===== config.mk =====
export PLATFORM = sky130hd
export DESIGN_NAME = lmfde_line_buf
export DESIGN_NICKNAME = d
export VERILOG_FILES = /design/src/design/lmfde_pkg.sv /design/src/design/lmfde_line_buf.sv
export SDC_FILE = /design/constraint.sdc
export NUM_CORES = 1
export LEC_CHECK = 0
export BUFFER_PORTS_ARGS = -buffer_cell sky130_fd_sc_hd__buf_2
export CAP_MARGIN = 0
export CORE_MARGIN = 2
export CORE_UTILIZATION = 25
export CTS_BUF_LIST = sky130_fd_sc_hd__clkbuf_4 sky130_fd_sc_hd__clkbuf_8 sky130_fd_sc_hd__clkbuf_16
export DETAILED_ROUTE_END_ITERATION = 10
export GPL_TIMING_DRIVEN = 0
export HOLD_SLACK_MARGIN = 0.15
export SYNTH_ARGS = -nofsm -noshare
export SYNTH_HDL_FRONTEND = slang
export SYNTH_SLANG_ARGS = --single-unit
export TNS_END_PERCENT = 100

===== constraint.sdc =====
create_clock -name clk -period 7.75 [get_ports clk]
set_input_delay 0.3875 -clock clk [delete_from_list [all_inputs] [get_ports clk]]
set_output_delay 0.3875 -clock clk [all_outputs]
set_load 0.01 [all_outputs]

===== src/design/lmfde_pkg.sv =====
// lmfde_pkg: shared constants, types and helpers of the LED matrix drawing engine
// no dependencies; used by every module of the block

package lmfde_pkg;

    // matrix geometry
    localparam int MATRIX_WIDTH  = 64;
    localparam int MATRIX_HEIGHT = 32;

    localparam int ROW_W      = $clog2(MATRIX_HEIGHT);
    localparam int COL_W      = $clog2(MATRIX_WIDTH);
    localparam int DEPTH      = MATRIX_WIDTH * MATRIX_HEIGHT;
    localparam int ADDR_W     = $clog2(DEPTH);
    localparam int LINE_IDX_W = (ROW_W > COL_W) ? ROW_W : COL_W;
    localparam int LINE_DEPTH = 2 ** LINE_IDX_W;
    localparam int PIX_W      = 24;

    // glyph shape
    localparam int GLYPH_COLS = 5;
    localparam int GLYPH_ROWS = 7;
    localparam int GLYPH_BITS = GLYPH_COLS * GLYPH_ROWS;

    // command codes
    localparam logic [2:0] OP_GLYPH   = 3'd0;
    localparam logic [2:0] OP_ROT_ROW = 3'd1;
    localparam logic [2:0] OP_ROT_COL = 3'd2;
    localparam logic [2:0] OP_FILL    = 3'd3;
    localparam logic [2:0] OP_OUTLINE = 3'd4;
    localparam logic [2:0] OP_READ    = 3'd5;

    typedef logic [ADDR_W-1:0]     addr_t;
    typedef logic [PIX_W-1:0]      pix_t;
    typedef logic [LINE_IDX_W-1:0] line_idx_t;

    // frame store access of one cycle
    typedef struct packed {
        logic  we;
        addr_t waddr;
        pix_t  wdata;
        logic  re;
        addr_t raddr;
    } frame_req_t;

    // line buffer access of one cycle
    typedef struct packed {
        logic      we;
        line_idx_t waddr;
        pix_t      wdata;
        logic      re;
        line_idx_t raddr;
    } line_req_t;

    // floor modulo of every signed 8-bit shift, indexed by its raw byte
    typedef logic [7:0] rot_tbl_t [256];

    function automatic rot_tbl_t build_rot_tbl(input int len);
        rot_tbl_t tbl;
        int       m;
        m = 0;
        // walk down to -128 mod len
        for (int t = 0; t < 128; t++) begin
            m = (m == 0) ? len - 1 : m - 1;
        end
        // then count up through -128..127
        for (int j = 0; j < 256; j++) begin
            tbl[8'(j + 128)] = 8'(m);
            m = (m == len - 1) ? 0 : m + 1;
        end
        return tbl;
    endfunction

    localparam rot_tbl_t ROW_ROT_TBL = build_rot_tbl(MATRIX_WIDTH);
    localparam rot_tbl_t COL_ROT_TBL = build_rot_tbl(MATRIX_HEIGHT);

    // linear pixel address, row major
    function automatic addr_t pix_addr(input logic [ROW_W-1:0] row,
                                       input logic [COL_W-1:0] col);
        return ADDR_W'(32'(row) * MATRIX_WIDTH + 32'(col));
    endfunction

endpackage


===== src/design/lmfde_line_buf.sv =====
// lmfde_line_buf: holding buffer for one row or column during a rotation
// one write and one registered read per cycle; depends on lmfde_pkg

module lmfde_line_buf (
    input  logic                  clk,
    input  lmfde_pkg::line_req_t  req,
    output lmfde_pkg::pix_t       rdata
);
    import lmfde_pkg::*;

    pix_t mem [LINE_DEPTH];
    pix_t rdata_reg;

    // memory write and registered read
    always_ff @(posedge clk)
    begin
        if (req.we)
        begin
            mem[req.waddr] <= req.wdata;
        end
        if (req.re)
        begin
            rdata_reg <= mem[req.raddr];
        end
    end

    assign rdata = rdata_reg;

endmodule


==> impl_metrics.tcl, run 1 <==
set metrics [dict create \
    die_w_um 492 \
    grt_pass1_wl_um 225000 \
    hold_violations 0 \
    finalClockSkew_ps 27.0 \
    setup_violations 0 \
    cpMaxStageDelayCell "a221oi_1" \
    ys_ff_latch 1560 \
    synth_edf_count 1560 \
    synth_top_family_by_area "multiplexers" \
    cp.required_ps 8250 \
    synth_xor_area_share_pct 0 \
    die_h_um 492 \
    min_period_ps 3450 \
    drive_gt1_share_pct 30.0 \
    syn-num-nets 2649 \
    slew_viol_final 0 \
    drv_cap 0 \
    grt_antenna_before_repair 22 \
    cpMostUsedCell "buf_2" \
    clk_latency_ps 780 \
    io_pins 63 \
    worstSetupStartpointType "primary input" \
    synthAdderAreaFrac_pct 0 \
    cts.sinks 1560 \
    portBuffers 55 \
    wirelength_um 161000 \
    grt.overflow.total 0 \
    power_mw 17.5 \
    synth_mux_area_share_pct 16.0 \
    max_stage_delay_ps 880 \
    power.density_nw_per_um2 250 \
    worstHoldPathType "in -> reg" \
    layout_common_cells "edfxtp_1, mux4_2, clkbuf_16, mux2i_1, buf_2" \
    holdWs_ps 191 \
    grt_pass1_vias 28963 \
    p_leak_nw 21.2 \
    drt-pass1-iter-count 5 \
    r2r_end "rdata[13]" \
    synth_top_cell_by_area "edfxtp_1" \
    syn-mean-instance-area_sq_um 22.8 \
    ys.flop_type "edfxtp_1" \
    worstPathCellList "buf_2 -> buf_2 -> buf_2 -> buf_4 -> clkbuf_1 -> a221oi_1 -> a221oi_1 -> a31oi_1 -> o21a_1" \
    r2r-start "mem[38][13]" \
    nFillCells 22986 \
    holdPathStages 1 \
    cts-root-buf "clkbuf_16" \
    synth.cell_area_sq_um 59500 \
    end_kind "flop" \
    dp_cells 5870 \
    dp_hpwl_um 103000 \
    row_count 179 \
    cp_max_fo 10 \
    design.die.area_sq_um 242000 \
    fin_cells 6157 \
    ff2ff_path_depth 5 \
    utilization_pct 29.5 \
    max_slew_margin_pct 3.72 \
    synth_seq_area_share_pct 78.7 \
    place_ws_ps 3530 \
    ant_nets 0 \
    via_per_inst 4.67 \
    ff2ff_setup_slack_ps 4840 \
    yosys_warnings 0 \
    synth.top_cells.by_area "edfxtp_1, mux4_2, mux2i_1" \
    cts_max_path_buffers 3 \
    core_area_sq_um 237000 \
    grt_max_degree 65 \
    fmax_ghz 0.290 \
    post_dp_cell_area_sq_um 65100 \
    holdPathEnd "mem[39][16]" \
    cts_tree "done" \
    critical_path_class "in -> reg" \
    synth_simple_gate_area_share_pct 1.55 \
    wl_per_cell_um 26.1 \
    remaining_drc_errors 0 \
    vias 28728 \
    setup_tns_ps 0 \
    tightestPinTransition_ps 1440 \
    cts_buffers 154 \
    synth_async_sr_flop_share_pct 0 \
    synth_compound_area_share_pct 2.43 \
    status "finished, final reports clean" \
    min_from "req[23]" \
    ir_drop_mv 0.224 \
    clkTransAtPathRegs_ps 60 \
    fin_nets 2904 \
    grt_usage_pct 13.0 \
    synth_cell_types 39 \
    h-tree-depth 4 \
    routabilityCongestion 0.879 \
    ctsResizeCount 0 \
    fin_ws_ps 4300 \
    dr.first_iter.drc_count 3693 \
    synth_cells 2610 \
    finalCritPeriodShare_pct 44.5 \
    crit_arrival_ps 3940 \
    largest_reg_flops 1536 \
    rsz0062_at_grt "false" \
    area_delta_synth_final_pct 17.6 \
    layout_commonest_cell "edfxtp_1" \
    fin_area_sq_um 70000 \
    start_util_pct 25.1 \
    netlist.area_leader.share_pct 78.7 \
]
Yosys cell counts (4+ instances only):
cell      instances
nand2b_1          6
clkbuf_1         44
a221oi_1         52
nand3_1          20
buf_1            13
and3_1           16
nand2_1          36
buf_2            45
o21ai_1           6
a21oi_1          22
nor2_1           80
nor2b_1           9
a221o_1           4
a22oi_1          29
edfxtp_1       1560
or3_1            10
mux4_2          355
o21ai_0          12
o21a_1           13
o22ai_1          53
a31oi_1          13
buf_6             8
buf_4            31
mux2_2           53
mux2i_1          95
report_power, final:
group | switching, mW | internal [mW] | total (mW)
Sequential | 0.0207 | 9.36 | 9.38
Combinational | 0.637 | 0.316 | 0.952
Clock | 3.09 | 4.04 | 7.13
Total | 3.75 | 13.7 | 17.5
final cells by class:
class / instances / area [sq um] / area share [%]
tap: 3167 / 3960 / 5.66
timing repair buffer: 99 / 1240 / 1.77
antenna: 11 / 27.5 / 0.0393
multi-input combinational: 906 / 12400 / 17.7
inverter: 2 / 7.51 / 0.0107
buffer: 142 / 769 / 1.10
clock inverter: 66 / 442 / 0.631
sequential: 1560 / 46800 / 66.9
clock buffer: 204 / 4320 / 6.17
worst max-delay path: cells and delay by family:
kind	cells	cell delay, ps
buffers and inverters	5	1880
AO/OA/AOI/OAI	4	1620
repair_timing:
| action | 4_1_cts | 5_1_grt |
|---|---|---|
| buffers inserted | 0 | 0 |
| endpoints found under the hold margin | 0 | 55 |
| hold buffers | 0 | 3 |
layer usage:
| metal | global-route usage (%) | wire length, um |
|---|---|---|
| met1 | 17.3 | 64900 |
| met2 | 21.3 | 76400 |
| met3 | 2.30 | 12600 |
| met4 | 4.83 | 6820 |
| met5 | 0 | 28 |
how the worst max path moves through the flow:
| stage | start | endpoint | cells after the start |
|---|---|---|---|
| floorplan | req[34] | mem[48][0] | 4 |
| global placement | req[35] | mem[49][23] | 3 |
| detailed placement | req[1] | rdata[6] | 9 |
| CTS | req[1] | rdata[6] | 9 |
| global route | req[1] | rdata[8] | 9 |
| finish | req[1] | rdata[6] | 9 |
cell families after synthesis:
group,after synthesis
flops,1560
mux,503
compound gates,207
simple gates,196
buf+inv,144
Note: power is estimated with default switching activity, not from simulation.
==> run 2, diff against run 1 <==
- clock period: 7.75 -> 3.35 ns (I/O delays scaled with it)
==> impl_metrics.tcl, run 2 (same netlist as run 1, synthesis figures left out) <==
set metrics [dict create \
    h-tree-depth 4 \
    worstSetupStartpointType "primary input" \
    nFillCells 22973 \
    cts_setup_buffers 0 \
    end_kind "flop" \
    ant_nets 0 \
    worstHoldPathType "in -> reg" \
    layout_common_cells "edfxtp_1, mux4_2, clkbuf_16, mux2i_1, buf_2" \
    drv_cap 0 \
    cpMostUsedCell "buf_2" \
    hold_violations 0 \
    drive_gt1_share_pct 29.9 \
    wirelength_um 161000 \
    cp.required_ps 3850 \
    max_slew_margin_pct 6.18 \
    crit_arrival_ps 3700 \
    clkPwrFrac_pct 40.8 \
    portBuffers 55 \
    grt_usage_pct 13.0 \
    grt_pass1_vias 28994 \
    min_period_ps 3200 \
    finalCritPeriodShare_pct 95.5 \
    rsz0062_at_grt "false" \
    fin_nets 2920 \
    routabilityCongestion 0.879 \
    start_util_pct 25.1 \
    clk_latency_ps 780 \
    cts_buffers 154 \
    place_ws_ps -646 \
    setup_tns_ps 0 \
    max_stage_delay_ps 860 \
    cts_hold_buf 4 \
    r2r-start "mem[38][13]" \
    die_h_um 492 \
    power.density_nw_per_um2 576 \
    row_count 179 \
    timing.critical_path.from "req[1]" \
    largest_reg_flops 1536 \
    grt_max_degree 65 \
    cts_max_path_buffers 3 \
    via_per_inst 4.68 \
    power_mw 40.4 \
    combPwrFrac_pct 5.5 \
    cp_max_fo 10 \
    status "finished, final reports clean" \
    area_delta_synth_final_pct 17.8 \
    critical_path_class "in -> reg" \
    vias 28856 \
    net-switching-power_mw 8.67 \
    tightestPinTransition_ps 1410 \
    grt_pass1_wl_um 225000 \
    fmax_ghz 0.313 \
    multi_input_area_sq_um 12400 \
    dr.first_iter.drc_count 3643 \
    core_area_sq_um 237000 \
    dp_hpwl_um 103000 \
    cts.sinks 1560 \
    min_from "req[25]" \
    ir_drop_mv 0.518 \
    grt.overflow.total 0 \
    cts_tree "done" \
    cpMaxStageDelayCell "a221oi_1" \
    seqCellArea_sq_um 46800 \
    cts-root-buf "clkbuf_16" \
    seqPwrFrac_pct 53.7 \
    p_leak_nw 21.3 \
    power.internal_mw 31.7 \
    layout_commonest_cell "edfxtp_1" \
    io_pins 63 \
    die_w_um 492 \
    setup_violations 0 \
    p_sw_share_pct 21.5 \
    clkTransAtPathRegs_ps 60 \
    grt_antenna_before_repair 23 \
    remaining_drc_errors 0 \
    slew_viol_final 0 \
    design.die.area_sq_um 242000 \
    fin_ws_ps 151 \
    finalClockSkew_ps 29.4 \
    wl_per_cell_um 26.1 \
    worstPathCellList "buf_2 -> buf_2 -> buf_2 -> buf_4 -> clkbuf_1 -> a221oi_1 -> a221oi_1 -> a31oi_1 -> o21a_1" \
    ctsResizeCount 0 \
    drt-pass1-iter-count 5 \
]
## run 2: cell types whose count changed in the layout (fill, tap and decap cells not counted)
cell and change:
diode_2 -3, dlygate4sd3_1 +16
## run 2: through the flow
stage                     cells  hold slack, ps  instance area, sq um  util [%]
final                      6170             223                 70100      29.5
after CTS                  6144             203                 69900      29.4
after global routing       6166             240                 70100      29.5
after detailed placement   5870             576                 65100      27.4
after floorplan            2610             266                 59500         -
after global placement     5832             581                 63800      26.9
## run 2: cell type report
type	count	area share (%)
Antenna cell	8	0.0285
Buffer	142	1.10
Clock buffer	204	6.15
Clock inverter	66	0.630
Inverter	2	0.0107
Multi-Input combinational cell	906	17.7
Sequential cell	1560	66.8
Tap cell	3167	5.65
Timing Repair Buffer	115	2.00
## run 2: final timing paths
kind | to | slack, ps | depth (start not counted)
setup / recovery | rdata[6] | 150 | 9
hold / removal | mem[36][18] | 220 | 1
setup reg to reg | rdata[13] | 480 | 5
hold reg to reg | rdata[23] | 940 | 4
## run 2: routing by layer
metal	track usage, %	up-vias	routed length (um)
li1	-	11717	-
met1	17.3	15509	64400
met2	21.3	1384	77400
met3	2.30	242	12900
met4	4.83	4	6030
met5	0	-	24
## run 2: critical path: cells and delay by family
| kind | cells | cell delay (ps) |
|---|---|---|
| buffers and inverters | 5 | 1910 |
| AO/OA/AOI/OAI | 4 | 1580 |
## run 2: power by group through the flow
| stage | Combinational [mW] | Clock, mW | Sequential [mW] |
|---|---|---|---|
| after floorplan | 1.07 | 0 | 22.1 |
| after global placement | 2.12 | 0 | 22.1 |
| after detailed placement | 2.20 | 0 | 22.1 |
| after CTS | 2.21 | 16.7 | 21.7 |
| after global routing | 2.32 | 17.4 | 21.7 |
| final | 2.22 | 16.5 | 21.7 |
