`src/design/lmfde_pkg.sv`:
```
// lmfde_pkg: shared constants, types and helpers of the LED matrix drawing engine
// no dependencies; used by every module of the block

package lmfde_pkg;

    // matrix geometry
    localparam int MATRIX_WIDTH  = 64;
    localparam int MATRIX_HEIGHT = 32;

    localparam int ROW_W      = $clog2(MATRIX_HEIGHT);
    localparam int COL_W      = $clog2(MATRIX_WIDTH);
    localparam int DEPTH      = MATRIX_WIDTH * MATRIX_HEIGHT;
    localparam int ADDR_W     = $clog2(DEPTH);
    localparam int LINE_IDX_W = (ROW_W > COL_W) ? ROW_W : COL_W;
    localparam int LINE_DEPTH = 2 ** LINE_IDX_W;
    localparam int PIX_W      = 24;

    // glyph shape
    localparam int GLYPH_COLS = 5;
    localparam int GLYPH_ROWS = 7;
    localparam int GLYPH_BITS = GLYPH_COLS * GLYPH_ROWS;

    // command codes
    localparam logic [2:0] OP_GLYPH   = 3'd0;
    localparam logic [2:0] OP_ROT_ROW = 3'd1;
    localparam logic [2:0] OP_ROT_COL = 3'd2;
    localparam logic [2:0] OP_FILL    = 3'd3;
    localparam logic [2:0] OP_OUTLINE = 3'd4;
    localparam logic [2:0] OP_READ    = 3'd5;

    typedef logic [ADDR_W-1:0]     addr_t;
    typedef logic [PIX_W-1:0]      pix_t;
    typedef logic [LINE_IDX_W-1:0] line_idx_t;

    // frame store access of one cycle
    typedef struct packed {
        logic  we;
        addr_t waddr;
        pix_t  wdata;
        logic  re;
        addr_t raddr;
    } frame_req_t;

    // line buffer access of one cycle
    typedef struct packed {
        logic      we;
        line_idx_t waddr;
        pix_t      wdata;
        logic      re;
        line_idx_t raddr;
    } line_req_t;

    // floor modulo of every signed 8-bit shift, indexed by its raw byte
    typedef logic [7:0] rot_tbl_t [256];

    function automatic rot_tbl_t build_rot_tbl(input int len);
        rot_tbl_t tbl;
        int       m;
        m = 0;
        // walk down to -128 mod len
        for (int t = 0; t < 128; t++) begin
            m = (m == 0) ? len - 1 : m - 1;
        end
        // then count up through -128..127
        for (int j = 0; j < 256; j++) begin
            tbl[8'(j + 128)] = 8'(m);
            m = (m == len - 1) ? 0 : m + 1;
        end
        return tbl;
    endfunction

    localparam rot_tbl_t ROW_ROT_TBL = build_rot_tbl(MATRIX_WIDTH);
    localparam rot_tbl_t COL_ROT_TBL = build_rot_tbl(MATRIX_HEIGHT);

    // linear pixel address, row major
    function automatic addr_t pix_addr(input logic [ROW_W-1:0] row,
                                       input logic [COL_W-1:0] col);
        return ADDR_W'(32'(row) * MATRIX_WIDTH + 32'(col));
    endfunction

endpackage

```
`src/design/lmfde_cmd_if.sv`:
```
// lmfde_cmd_if: command channel of the LED matrix drawing engine
// valid/ready handshake with the command fields; no dependencies

interface lmfde_cmd_if;
    logic              valid;
    logic              ready;
    logic [2:0]        opcode;
    logic [7:0]        first_row;
    logic [7:0]        first_col;
    logic [7:0]        last_row;
    logic [7:0]        last_col;
    logic signed [7:0] shift_amount;
    logic [7:0]        red;
    logic [7:0]        green;
    logic [7:0]        blue;
    logic [34:0]       glyph_bits;

    modport source (
        output valid, opcode, first_row, first_col, last_row, last_col,
               shift_amount, red, green, blue, glyph_bits,
        input  ready
    );

    modport sink (
        input  valid, opcode, first_row, first_col, last_row, last_col,
               shift_amount, red, green, blue, glyph_bits,
        output ready
    );
endinterface

```
`src/design/lmfde_rsp_if.sv`:
```
// lmfde_rsp_if: result channel of the LED matrix drawing engine
// valid/ready handshake with the pixel and status fields; no dependencies

interface lmfde_rsp_if;
    logic       valid;
    logic       ready;
    logic [7:0] pixel_red;
    logic [7:0] pixel_green;
    logic [7:0] pixel_blue;
    logic       status;

    modport source (
        output valid, pixel_red, pixel_green, pixel_blue, status,
        input  ready
    );

    modport sink (
        input  valid, pixel_red, pixel_green, pixel_blue, status,
        output ready
    );
endinterface

```
`src/design/lmfde_ctrl.sv`:
```
// lmfde_ctrl: command sequencer, walks frame store pixels one per cycle
// drives frame store and line buffer accesses; depends on lmfde_pkg and channel interfaces

module lmfde_ctrl (
    input  logic                   clk,
    input  logic                   rst_n,
    lmfde_cmd_if.sink              cmd,
    lmfde_rsp_if.source            rsp,
    input  logic                   store_busy,
    input  lmfde_pkg::pix_t        frame_rdata,
    input  lmfde_pkg::pix_t        line_rdata,
    output lmfde_pkg::frame_req_t  frame_req,
    output lmfde_pkg::line_req_t   line_req
);
    import lmfde_pkg::*;

    localparam logic [3:0] ST_IDLE      = 4'd0;
    localparam logic [3:0] ST_GLYPH     = 4'd1;
    localparam logic [3:0] ST_RECT      = 4'd2;
    localparam logic [3:0] ST_ROT_LOAD  = 4'd3;
    localparam logic [3:0] ST_ROT_DRAIN = 4'd4;
    localparam logic [3:0] ST_ROT_STORE = 4'd5;
    localparam logic [3:0] ST_ROT_LAST  = 4'd6;
    localparam logic [3:0] ST_READ      = 4'd7;
    localparam logic [3:0] ST_DONE      = 4'd8;

    localparam logic [8:0] H9        = 9'(MATRIX_HEIGHT);
    localparam logic [8:0] W9        = 9'(MATRIX_WIDTH);
    localparam logic [7:0] ROW_MAX   = 8'(MATRIX_HEIGHT - 1);
    localparam logic [7:0] COL_MAX   = 8'(MATRIX_WIDTH - 1);
    localparam line_idx_t  ROW_LAST  = LINE_IDX_W'(MATRIX_WIDTH - 1);
    localparam line_idx_t  COL_LAST  = LINE_IDX_W'(MATRIX_HEIGHT - 1);
    localparam logic [LINE_IDX_W:0] ROW_LEN = (LINE_IDX_W + 1)'(MATRIX_WIDTH);
    localparam logic [LINE_IDX_W:0] COL_LEN = (LINE_IDX_W + 1)'(MATRIX_HEIGHT);

    // control state
    logic [3:0] state_reg, state_next;
    logic       ld_valid_reg, ld_valid_next;
    logic       st_valid_reg, st_valid_next;
    logic       out_valid_reg, out_valid_next;

    // command and walk registers
    logic [2:0]            op_reg, op_next;
    logic [7:0]            r0_reg, r0_next, c0_reg, c0_next;
    logic [7:0]            r1_reg, r1_next, c1_reg, c1_next;
    logic [7:0]            rl_reg, rl_next, cl_reg, cl_next;
    pix_t                  rgb_reg, rgb_next;
    logic [GLYPH_BITS-1:0] glyph_reg, glyph_next;
    line_idx_t             k_reg, k_next;
    logic                  status_reg, status_next;
    logic [2:0]            gr_reg, gr_next, gc_reg, gc_next;
    logic [7:0]            rr_reg, rr_next, cc_reg, cc_next;
    line_idx_t             idx_reg, idx_next;
    line_idx_t             ld_idx_reg, ld_idx_next;
    line_idx_t             st_idx_reg, st_idx_next;
    pix_t                  out_pix_reg, out_pix_next;
    logic                  out_status_reg, out_status_next;

    logic                  accept;
    logic                  line_is_row;
    line_idx_t             line_last;
    logic [LINE_IDX_W:0]   line_len;
    logic [LINE_IDX_W:0]   src_sum;
    line_idx_t             src_idx;
    logic [8:0]            g_row, g_col;
    logic                  border;

    function automatic addr_t line_addr(input logic is_row, input logic [7:0] r0,
                                        input logic [7:0] c0, input line_idx_t i);
        addr_t a;
        if (is_row)
        begin
            a = pix_addr(r0[ROW_W-1:0], i[COL_W-1:0]);
        end
        else
        begin
            a = pix_addr(i[ROW_W-1:0], c0[COL_W-1:0]);
        end
        return a;
    endfunction

    assign cmd.ready = (state_reg == ST_IDLE) && !store_busy;
    assign accept    = cmd.valid && cmd.ready;

    // rotation source index, one compare and subtract
    assign line_is_row = (op_reg == OP_ROT_ROW);
    assign line_last   = line_is_row ? ROW_LAST : COL_LAST;
    assign line_len    = line_is_row ? ROW_LEN : COL_LEN;
    assign src_sum     = {1'b0, idx_reg} + {1'b0, k_reg};
    assign src_idx     = (src_sum >= line_len) ? LINE_IDX_W'(src_sum - line_len)
                                               : LINE_IDX_W'(src_sum);

    // glyph target pixel and outline membership
    assign g_row  = {1'b0, r0_reg} + {6'd0, gr_reg};
    assign g_col  = {1'b0, c0_reg} + {6'd0, gc_reg};
    assign border = (rr_reg == r0_reg) || (rr_reg == r1_reg) ||
                    (cc_reg == c0_reg) || (cc_reg == c1_reg);

    // memory accesses
    always_comb
    begin
        frame_req       = '0;
        frame_req.wdata = rgb_reg;
        line_req        = '0;
        if (st_valid_reg)
        begin
            frame_req.we    = 1'b1;
            frame_req.waddr = line_addr(line_is_row, r0_reg, c0_reg, st_idx_reg);
            frame_req.wdata = line_rdata;
        end
        else if (state_reg == ST_GLYPH)
        begin
            frame_req.we    = glyph_reg[0] && (g_row < H9) && (g_col < W9);
            frame_req.waddr = pix_addr(g_row[ROW_W-1:0], g_col[COL_W-1:0]);
        end
        else if (state_reg == ST_RECT)
        begin
            frame_req.we    = (op_reg == OP_FILL) || border;
            frame_req.waddr = pix_addr(rr_reg[ROW_W-1:0], cc_reg[COL_W-1:0]);
        end
        if (state_reg == ST_ROT_LOAD)
        begin
            frame_req.re    = 1'b1;
            frame_req.raddr = line_addr(line_is_row, r0_reg, c0_reg, idx_reg);
        end
        else if (state_reg == ST_READ)
        begin
            frame_req.re    = 1'b1;
            frame_req.raddr = pix_addr(r0_reg[ROW_W-1:0], c0_reg[COL_W-1:0]);
        end
        line_req.we    = ld_valid_reg;
        line_req.waddr = ld_idx_reg;
        line_req.wdata = frame_rdata;
        line_req.re    = (state_reg == ST_ROT_STORE);
        line_req.raddr = src_idx;
    end

    // sequencer
    always_comb
    begin
        state_next      = state_reg;
        op_next         = op_reg;
        r0_next         = r0_reg;
        c0_next         = c0_reg;
        r1_next         = r1_reg;
        c1_next         = c1_reg;
        rl_next         = rl_reg;
        cl_next         = cl_reg;
        rgb_next        = rgb_reg;
        glyph_next      = glyph_reg;
        k_next          = k_reg;
        status_next     = status_reg;
        gr_next         = gr_reg;
        gc_next         = gc_reg;
        rr_next         = rr_reg;
        cc_next         = cc_reg;
        idx_next        = idx_reg;
        ld_valid_next   = (state_reg == ST_ROT_LOAD);
        ld_idx_next     = idx_reg;
        st_valid_next   = (state_reg == ST_ROT_STORE);
        st_idx_next     = idx_reg;
        out_valid_next  = out_valid_reg;
        out_pix_next    = out_pix_reg;
        out_status_next = out_status_reg;

        if (rsp.ready)
        begin
            out_valid_next = 1'b0;
        end

        unique case (state_reg)
            ST_IDLE:
            begin
                if (accept)
                begin
                    op_next     = cmd.opcode;
                    r0_next     = cmd.first_row;
                    c0_next     = cmd.first_col;
                    r1_next     = cmd.last_row;
                    c1_next     = cmd.last_col;
                    rl_next     = (cmd.last_row > ROW_MAX) ? ROW_MAX : cmd.last_row;
                    cl_next     = (cmd.last_col > COL_MAX) ? COL_MAX : cmd.last_col;
                    rgb_next    = {cmd.red, cmd.green, cmd.blue};
                    glyph_next  = cmd.glyph_bits;
                    status_next = 1'b0;
                    gr_next     = '0;
                    gc_next     = '0;
                    rr_next     = cmd.first_row;
                    cc_next     = cmd.first_col;
                    idx_next    = '0;
                    state_next  = ST_DONE;
                    // table is indexed by the raw shift byte
                    if (cmd.opcode == OP_ROT_ROW)
                    begin
                        k_next = LINE_IDX_W'(ROW_ROT_TBL[$unsigned(cmd.shift_amount)]);
                    end
                    else
                    begin
                        k_next = LINE_IDX_W'(COL_ROT_TBL[$unsigned(cmd.shift_amount)]);
                    end
                    priority case (cmd.opcode)
                        OP_GLYPH:
                        begin
                            state_next = ST_GLYPH;
                        end
                        OP_ROT_ROW:
                        begin
                            if ({1'b0, cmd.first_row} >= H9)
                            begin
                                status_next = 1'b1;
                            end
                            else
                            begin
                                state_next = ST_ROT_LOAD;
                            end
                        end
                        OP_ROT_COL:
                        begin
                            if ({1'b0, cmd.first_col} >= W9)
                            begin
                                status_next = 1'b1;
                            end
                            else
                            begin
                                state_next = ST_ROT_LOAD;
                            end
                        end
                        OP_FILL, OP_OUTLINE:
                        begin
                            if (({1'b0, cmd.first_row} < H9) &&
                                ({1'b0, cmd.first_col} < W9) &&
                                (cmd.first_row <= cmd.last_row) &&
                                (cmd.first_col <= cmd.last_col))
                            begin
                                state_next = ST_RECT;
                            end
                        end
                        OP_READ:
                        begin
                            if (({1'b0, cmd.first_row} >= H9) ||
                                ({1'b0, cmd.first_col} >= W9))
                            begin
                                status_next = 1'b1;
                            end
                            else
                            begin
                                state_next = ST_READ;
                            end
                        end
                        default:
                        begin
                            state_next = ST_DONE;
                        end
                    endcase
                end
            end
            ST_GLYPH:
            begin
                glyph_next = glyph_reg >> 1;
                if (gr_reg == 3'(GLYPH_ROWS - 1))
                begin
                    gr_next = '0;
                    gc_next = gc_reg + 3'd1;
                    if (gc_reg == 3'(GLYPH_COLS - 1))
                    begin
                        state_next = ST_DONE;
                    end
                end
                else
                begin
                    gr_next = gr_reg + 3'd1;
                end
            end
            ST_RECT:
            begin
                if (cc_reg == cl_reg)
                begin
                    cc_next = c0_reg;
                    rr_next = rr_reg + 8'd1;
                    if (rr_reg == rl_reg)
                    begin
                        state_next = ST_DONE;
                    end
                end
                else
                begin
                    cc_next = cc_reg + 8'd1;
                end
            end
            ST_ROT_LOAD:
            begin
                idx_next = idx_reg + 1'b1;
                if (idx_reg == line_last)
                begin
                    state_next = ST_ROT_DRAIN;
                end
            end
            ST_ROT_DRAIN:
            begin
                idx_next   = '0;
                state_next = ST_ROT_STORE;
            end
            ST_ROT_STORE:
            begin
                idx_next = idx_reg + 1'b1;
                if (idx_reg == line_last)
                begin
                    state_next = ST_ROT_LAST;
                end
            end
            ST_ROT_LAST:
            begin
                state_next = ST_DONE;
            end
            ST_READ:
            begin
                state_next = ST_DONE;
            end
            ST_DONE:
            begin
                if (!out_valid_reg || rsp.ready)
                begin
                    out_valid_next  = 1'b1;
                    out_status_next = status_reg;
                    out_pix_next    = ((op_reg == OP_READ) && !status_reg) ? frame_rdata
                                                                            : '0;
                    state_next      = ST_IDLE;
                end
            end
            default:
            begin
                state_next = ST_IDLE;
            end
        endcase
    end

    // control registers
    always_ff @(posedge clk or negedge rst_n)
    begin
        if (!rst_n)
        begin
            state_reg     <= ST_IDLE;
            ld_valid_reg  <= 1'b0;
            st_valid_reg  <= 1'b0;
            out_valid_reg <= 1'b0;
        end
        else
        begin
            state_reg     <= state_next;
            ld_valid_reg  <= ld_valid_next;
            st_valid_reg  <= st_valid_next;
            out_valid_reg <= out_valid_next;
        end
    end

    // payload registers
    always_ff @(posedge clk)
    begin
        op_reg         <= op_next;
        r0_reg         <= r0_next;
        c0_reg         <= c0_next;
        r1_reg         <= r1_next;
        c1_reg         <= c1_next;
        rl_reg         <= rl_next;
        cl_reg         <= cl_next;
        rgb_reg        <= rgb_next;
        glyph_reg      <= glyph_next;
        k_reg          <= k_next;
        status_reg     <= status_next;
        gr_reg         <= gr_next;
        gc_reg         <= gc_next;
        rr_reg         <= rr_next;
        cc_reg         <= cc_next;
        idx_reg        <= idx_next;
        ld_idx_reg     <= ld_idx_next;
        st_idx_reg     <= st_idx_next;
        out_pix_reg    <= out_pix_next;
        out_status_reg <= out_status_next;
    end

    // result channel
    assign rsp.valid       = out_valid_reg;
    assign rsp.pixel_red   = out_pix_reg[23:16];
    assign rsp.pixel_green = out_pix_reg[15:8];
    assign rsp.pixel_blue  = out_pix_reg[7:0];
    assign rsp.status      = out_status_reg;

`ifndef SYNTH
    // every frame write lands inside the matrix
    assert property (@(posedge clk) disable iff (!rst_n)
        frame_req.we |-> ({1'b0, frame_req.waddr} < (ADDR_W + 1)'(DEPTH)))
        else $error("frame write outside the matrix");

    // an accepted transaction always leaves idle
    assert property (@(posedge clk) disable iff (!rst_n)
        accept |=> (state_reg != ST_IDLE))
        else $error("command accepted without starting");

    // line load and line store phases never overlap
    assert property (@(posedge clk) disable iff (!rst_n)
        !(ld_valid_reg && st_valid_reg))
        else $error("rotation load and store overlap");

    // an error result carries a black pixel
    assert property (@(posedge clk) disable iff (!rst_n)
        (out_valid_reg && out_status_reg) |-> (out_pix_reg == '0))
        else $error("error result with nonzero pixel");
`endif

endmodule

```
`src/flat_wrapper.sv`:
```
// flat-port wrapper written by rule: the top's interface ports become plain ports
module lmfde_ctrl_flat import lmfde_pkg::*;
  (clk, rst_n, store_busy, frame_rdata, line_rdata, frame_req, line_req, cmd_valid, cmd_opcode, cmd_first_row, cmd_first_col, cmd_last_row, cmd_last_col, cmd_shift_amount, cmd_red, cmd_green, cmd_blue, cmd_glyph_bits, cmd_ready, rsp_valid, rsp_pixel_red, rsp_pixel_green, rsp_pixel_blue, rsp_status, rsp_ready);
  lmfde_cmd_if cmd_i ();
  lmfde_rsp_if rsp_i ();
  input  logic clk;
  input  logic rst_n;
  input  logic store_busy;
  input  lmfde_pkg::pix_t frame_rdata;
  input  lmfde_pkg::pix_t line_rdata;
  output lmfde_pkg::frame_req_t frame_req;
  output lmfde_pkg::line_req_t line_req;
  input wire logic [$bits(cmd_i.valid)-1:0] cmd_valid;
  input wire logic [$bits(cmd_i.opcode)-1:0] cmd_opcode;
  input wire logic [$bits(cmd_i.first_row)-1:0] cmd_first_row;
  input wire logic [$bits(cmd_i.first_col)-1:0] cmd_first_col;
  input wire logic [$bits(cmd_i.last_row)-1:0] cmd_last_row;
  input wire logic [$bits(cmd_i.last_col)-1:0] cmd_last_col;
  input wire logic [$bits(cmd_i.shift_amount)-1:0] cmd_shift_amount;
  input wire logic [$bits(cmd_i.red)-1:0] cmd_red;
  input wire logic [$bits(cmd_i.green)-1:0] cmd_green;
  input wire logic [$bits(cmd_i.blue)-1:0] cmd_blue;
  input wire logic [$bits(cmd_i.glyph_bits)-1:0] cmd_glyph_bits;
  output wire logic [$bits(cmd_i.ready)-1:0] cmd_ready;
  output wire logic [$bits(rsp_i.valid)-1:0] rsp_valid;
  output wire logic [$bits(rsp_i.pixel_red)-1:0] rsp_pixel_red;
  output wire logic [$bits(rsp_i.pixel_green)-1:0] rsp_pixel_green;
  output wire logic [$bits(rsp_i.pixel_blue)-1:0] rsp_pixel_blue;
  output wire logic [$bits(rsp_i.status)-1:0] rsp_status;
  input wire logic [$bits(rsp_i.ready)-1:0] rsp_ready;
  assign cmd_i.valid = cmd_valid;
  assign cmd_i.opcode = cmd_opcode;
  assign cmd_i.first_row = cmd_first_row;
  assign cmd_i.first_col = cmd_first_col;
  assign cmd_i.last_row = cmd_last_row;
  assign cmd_i.last_col = cmd_last_col;
  assign cmd_i.shift_amount = cmd_shift_amount;
  assign cmd_i.red = cmd_red;
  assign cmd_i.green = cmd_green;
  assign cmd_i.blue = cmd_blue;
  assign cmd_i.glyph_bits = cmd_glyph_bits;
  assign cmd_ready = cmd_i.ready;
  assign rsp_valid = rsp_i.valid;
  assign rsp_pixel_red = rsp_i.pixel_red;
  assign rsp_pixel_green = rsp_i.pixel_green;
  assign rsp_pixel_blue = rsp_i.pixel_blue;
  assign rsp_status = rsp_i.status;
  assign rsp_i.ready = rsp_ready;
  lmfde_ctrl u_core (.clk(clk), .rst_n(rst_n), .cmd(cmd_i), .rsp(rsp_i), .store_busy(store_busy), .frame_rdata(frame_rdata), .line_rdata(line_rdata), .frame_req(frame_req), .line_req(line_req));
endmodule
```
`config.mk`:
```
export PLATFORM = sky130hd
export DESIGN_NAME = lmfde_ctrl_flat
export DESIGN_NICKNAME = d
export VERILOG_FILES = /design/src/design/lmfde_pkg.sv /design/src/design/lmfde_cmd_if.sv /design/src/design/lmfde_rsp_if.sv /design/src/design/lmfde_ctrl.sv /design/src/flat_wrapper.sv
export SDC_FILE = /design/constraint.sdc
export NUM_CORES = 1
export LEC_CHECK = 0
export BUFFER_PORTS_ARGS = -buffer_cell sky130_fd_sc_hd__buf_2
export CAP_MARGIN = 25
export CORE_AREA = 2 2 139 141
export DETAILED_ROUTE_END_ITERATION = 6
export DIE_AREA = 0 0 141 143
export PLACE_DENSITY = 0.76
export SYNTH_ARGS = -nofsm -noshare
export SYNTH_HDL_FRONTEND = slang
export SYNTH_SLANG_ARGS = --single-unit
```
`constraint.sdc`:
```
create_clock -name clk -period 4.3 [get_ports clk]
set_clock_uncertainty 0.2 [all_clocks]
set_input_delay 0.86 -clock clk [delete_from_list [all_inputs] [get_ports clk]]
set_output_delay 0.86 -clock clk [all_outputs]
set_load 0.01 [all_outputs]
```
==> flow_metrics.env <==
export IMPL_routed_wl_um=22900
export IMPL_hold_viol_final=0
export IMPL_fmax_mhz=237
export IMPL_rows=50
export IMPL_ctsHoldBuffers=0
export IMPL_ios=268
export IMPL_drive_gt1_frac=0.313
export IMPL_period_share=0.982
export IMPL_ys_top_cells_by_area="edfxtp_1, nand2_1, ha_1, xnor2_1, mux2_2"
export IMPL_die_area_um2=20200
export IMPL_synth_most_common_cell="nand2_1"
export IMPL_vias=7418
export IMPL_hold_class="input port to asynchronous set/reset pin"
export IMPL_synthTopCellsByCount="nand2_1, edfxtp_1, xnor2_1"
export IMPL_drtAntennaViolNets=0
export IMPL_grt_max_degree=49
export IMPL_synthSimpleGateAreaFrac=0.158
export IMPL_setup_tns_ns=0
export IMPL_multi_input_area_um2=3880
export IMPL_synthCells=899
export IMPL_synth_xor_area_share=0.0697
export IMPL_chipHeight_um=143
export IMPL_layout_nets=1321
export IMPL_synthToLayoutAreaGrowth_pct=20.5
export IMPL_n_antenna_cell=0
export IMPL_drc=0
export IMPL_worstPathCellList="ha_1 -> a21o_1 -> a21oi_2 -> nor2b_1 -> o211ai_1 -> o31ai_1 -> nand2b_1 -> ha_1 -> nand4_1 -> or4_1 -> nor3_2 -> a211oi_1 -> buf_2"
export IMPL_holdWs_ns=0.0514
export IMPL_synth_area_per_cell_um2=10.9
export IMPL_antenna_found_initial=0
export IMPL_io_buffers=265
export IMPL_ys_warn_count=0
export IMPL_fin_crit_ns=4.22
export IMPL_cts_root_buf="clkbuf_16"
export IMPL_grt_remaining_overflow=0
export IMPL_viasPerCell=5.40
export IMPL_clkTransAtPathRegs_ns=0.07
export IMPL_grt_pass1_vias=6822
export IMPL_worstSkewPairLatency_ns=0.43
export IMPL_cp_slowest_stage_delay_ns=0.41
export IMPL_synth_compound_area_frac=0.0776
export IMPL_status="finished, final reports clean"
export IMPL_grt_usage=0.223
export IMPL_relSlewSlack=0.308
export IMPL_fp_dieW_um=141
export IMPL_cp_start_kind="flip-flop"
export IMPL_cp_top_family="simple AND/OR/NAND/NOR gates"
export IMPL_initial_utilization=0.527
export IMPL_seq_area_um2=5400
export IMPL_cts_tree="built"
export IMPL_crit_fanout=2
export IMPL_drt_iter0_drc=571
export IMPL_dp_hpwl_um=17100
export IMPL_core_um2=18600
export IMPL_setup_viol=0
export IMPL_ys_flop_type="edfxtp_1"
export IMPL_synth_adder_area_share=0.0534
export IMPL_drt_pre_antenna_iters=5
export IMPL_yosysSeqAreaShare=0.552
export IMPL_synth_top_family_by_area="simple AND/OR/NAND/NOR gates"
export IMPL_gp_congestion=0.895
export IMPL_worst_path_buf_inv=1
export IMPL_synth_area_leader_cell="edfxtp_1"
export IMPL_rsz0062_at_grt="yes"
export IMPL_htreeDepth=4
export IMPL_peakVddDrop_v=0.000359
export IMPL_wl_per_cell_um=16.7
export IMPL_largest_reg_flops=35
export IMPL_cap_viol_max_count=0
export IMPL_report_final_slew_viol_count=0
export IMPL_cts_path_max_buffers=2
export IMPL_crit_type="flip-flop to output pin"
export IMPL_total_power_mw=6.42
export IMPL_synth_seq_cells=183
export IMPL_cellLeakagePower_nw=5.01
export IMPL_endpoint_kind="output pin"
export IMPL_worst_pin_slew_ns=1.04
export IMPL_synthMuxAreaShare=0.0320
export IMPL_synth_edf_count=170
export IMPL_cts_num_sinks=183
export IMPL_synthArstFlopShare=0.0383
export IMPL_synth_cell_types=58
export IMPL_grt_pass1_wl_um=34900
export IMPL_synth_top_area_share=0.522
export IMPL_worstPathRequired_ns=3.24
export IMPL_synth_area_um2=9790
export IMPL_crit_path_top_delay_cell="or4_1"
export IMPL_path_common_cell="ha_1"
export IMPL_fill_cells=1479
export IMPL_arrival_ns=3.16
export IMPL_p_per_area_nw_per_um2=545
export IMPL_cts_buffers=17
layout make-up:
class,count,area share
sequential,183,0.458
multi-input combinational,603,0.329
tap,234,0.0248
timing repair buffer,281,0.124
clock buffer,19,0.0376
inverter,40,0.0127
clock inverter,13,0.0143
through the flow:
step                      worst slack, ns  instances  instance area [um^2]   util
final                              0.0782       1373                 11800  0.635
after global routing               -0.109       1373                 11800  0.635
after CTS                          0.0167       1372                 11800  0.634
after detailed placement            0.327       1337                 11100  0.600
after global placement              0.450       1337                 11100  0.600
after floorplan                     0.644        903                  9800      -
cells in the final DEF (no fill, tap or decap), types with 4 or more instances in the layout:
master and n:
clkbuf_16 17, edfxtp_1 170, or2_2 4, o21ai_0 46
nor2b_1 11, dfrtp_1 7, and2_1 25, and3_1 6
a221oi_1 10, nor3_1 8, mux2_2 26, buf_4 15
nand4_1 15, nand2_1 177, xor2_1 26, nand3_1 21
buf_2 265, a21o_1 5, inv_1 38, a31oi_1 11
conb_1 5, nor2_1 32, nand2b_1 4, a21oi_1 33
xnor2_1 50, ha_1 37, dfxtp_1 6
report_power, final:
part / switching, mW / leakage (nW) / total, mW / internal [mW]
Clock: 0.686 / 0.292 / 1.62 / 0.938
Combinational: 1.18 / 3.00 / 2.00 / 0.827
Sequential: 0.344 / 1.72 / 2.80 / 2.45
timing repair:
| item | in CTS | in global routing |
|---|---|---|
| buffers inserted | 3 | 1 |
| pin swaps | 0 | 1 |
| hold endpoints to repair | 0 | 0 |
| cloned | 0 | 0 |
| endpoints found under the setup margin | 1 | 1 |
| resized for setup | 1 | 3 |
worst paths after layout:
path / from / end / slack (ns) / cells past startpoint
min in group clk: u_core.glyph_reg[12] / u_core.glyph_reg[11] / 0.31 / 2
worst max-delay path: u_core.idx_reg[1] / line_req[5] / 0.08 / 13
worst max register to register: u_core.state_reg[2] / u_core.rgb_reg[20] / 1.38 / 5
worst min register to register: u_core.glyph_reg[12] / u_core.glyph_reg[11] / 0.31 / 2
worst min-delay path: rst_n / u_core.state_reg[0] / 0.05 / 1
max in group asynchronous: rst_n / u_core.state_reg[2] / 3.68 / 1
layer usage:
layer,GRT usage,wire length [um],share of wire,vias up
met3,0.0503,1630,0.071,34
met5,0,0,0,-
met1,0.291,9560,0.42,3515
met2,0.372,11200,0.49,291
li1,-,-,-,3578
met4,0.0774,519,0.023,0
kinds of logic after synthesis:
| group | count (synthesis) |
|---|---|
| fa+ha+maj | 40 |
| compound gates | 127 |
| mux | 28 |
| xor+xnor | 77 |
| other cells | 1 |
| flops | 183 |
| buf+inv | 117 |
| simple gates | 326 |
Note: power is estimated with default switching activity, not from simulation.
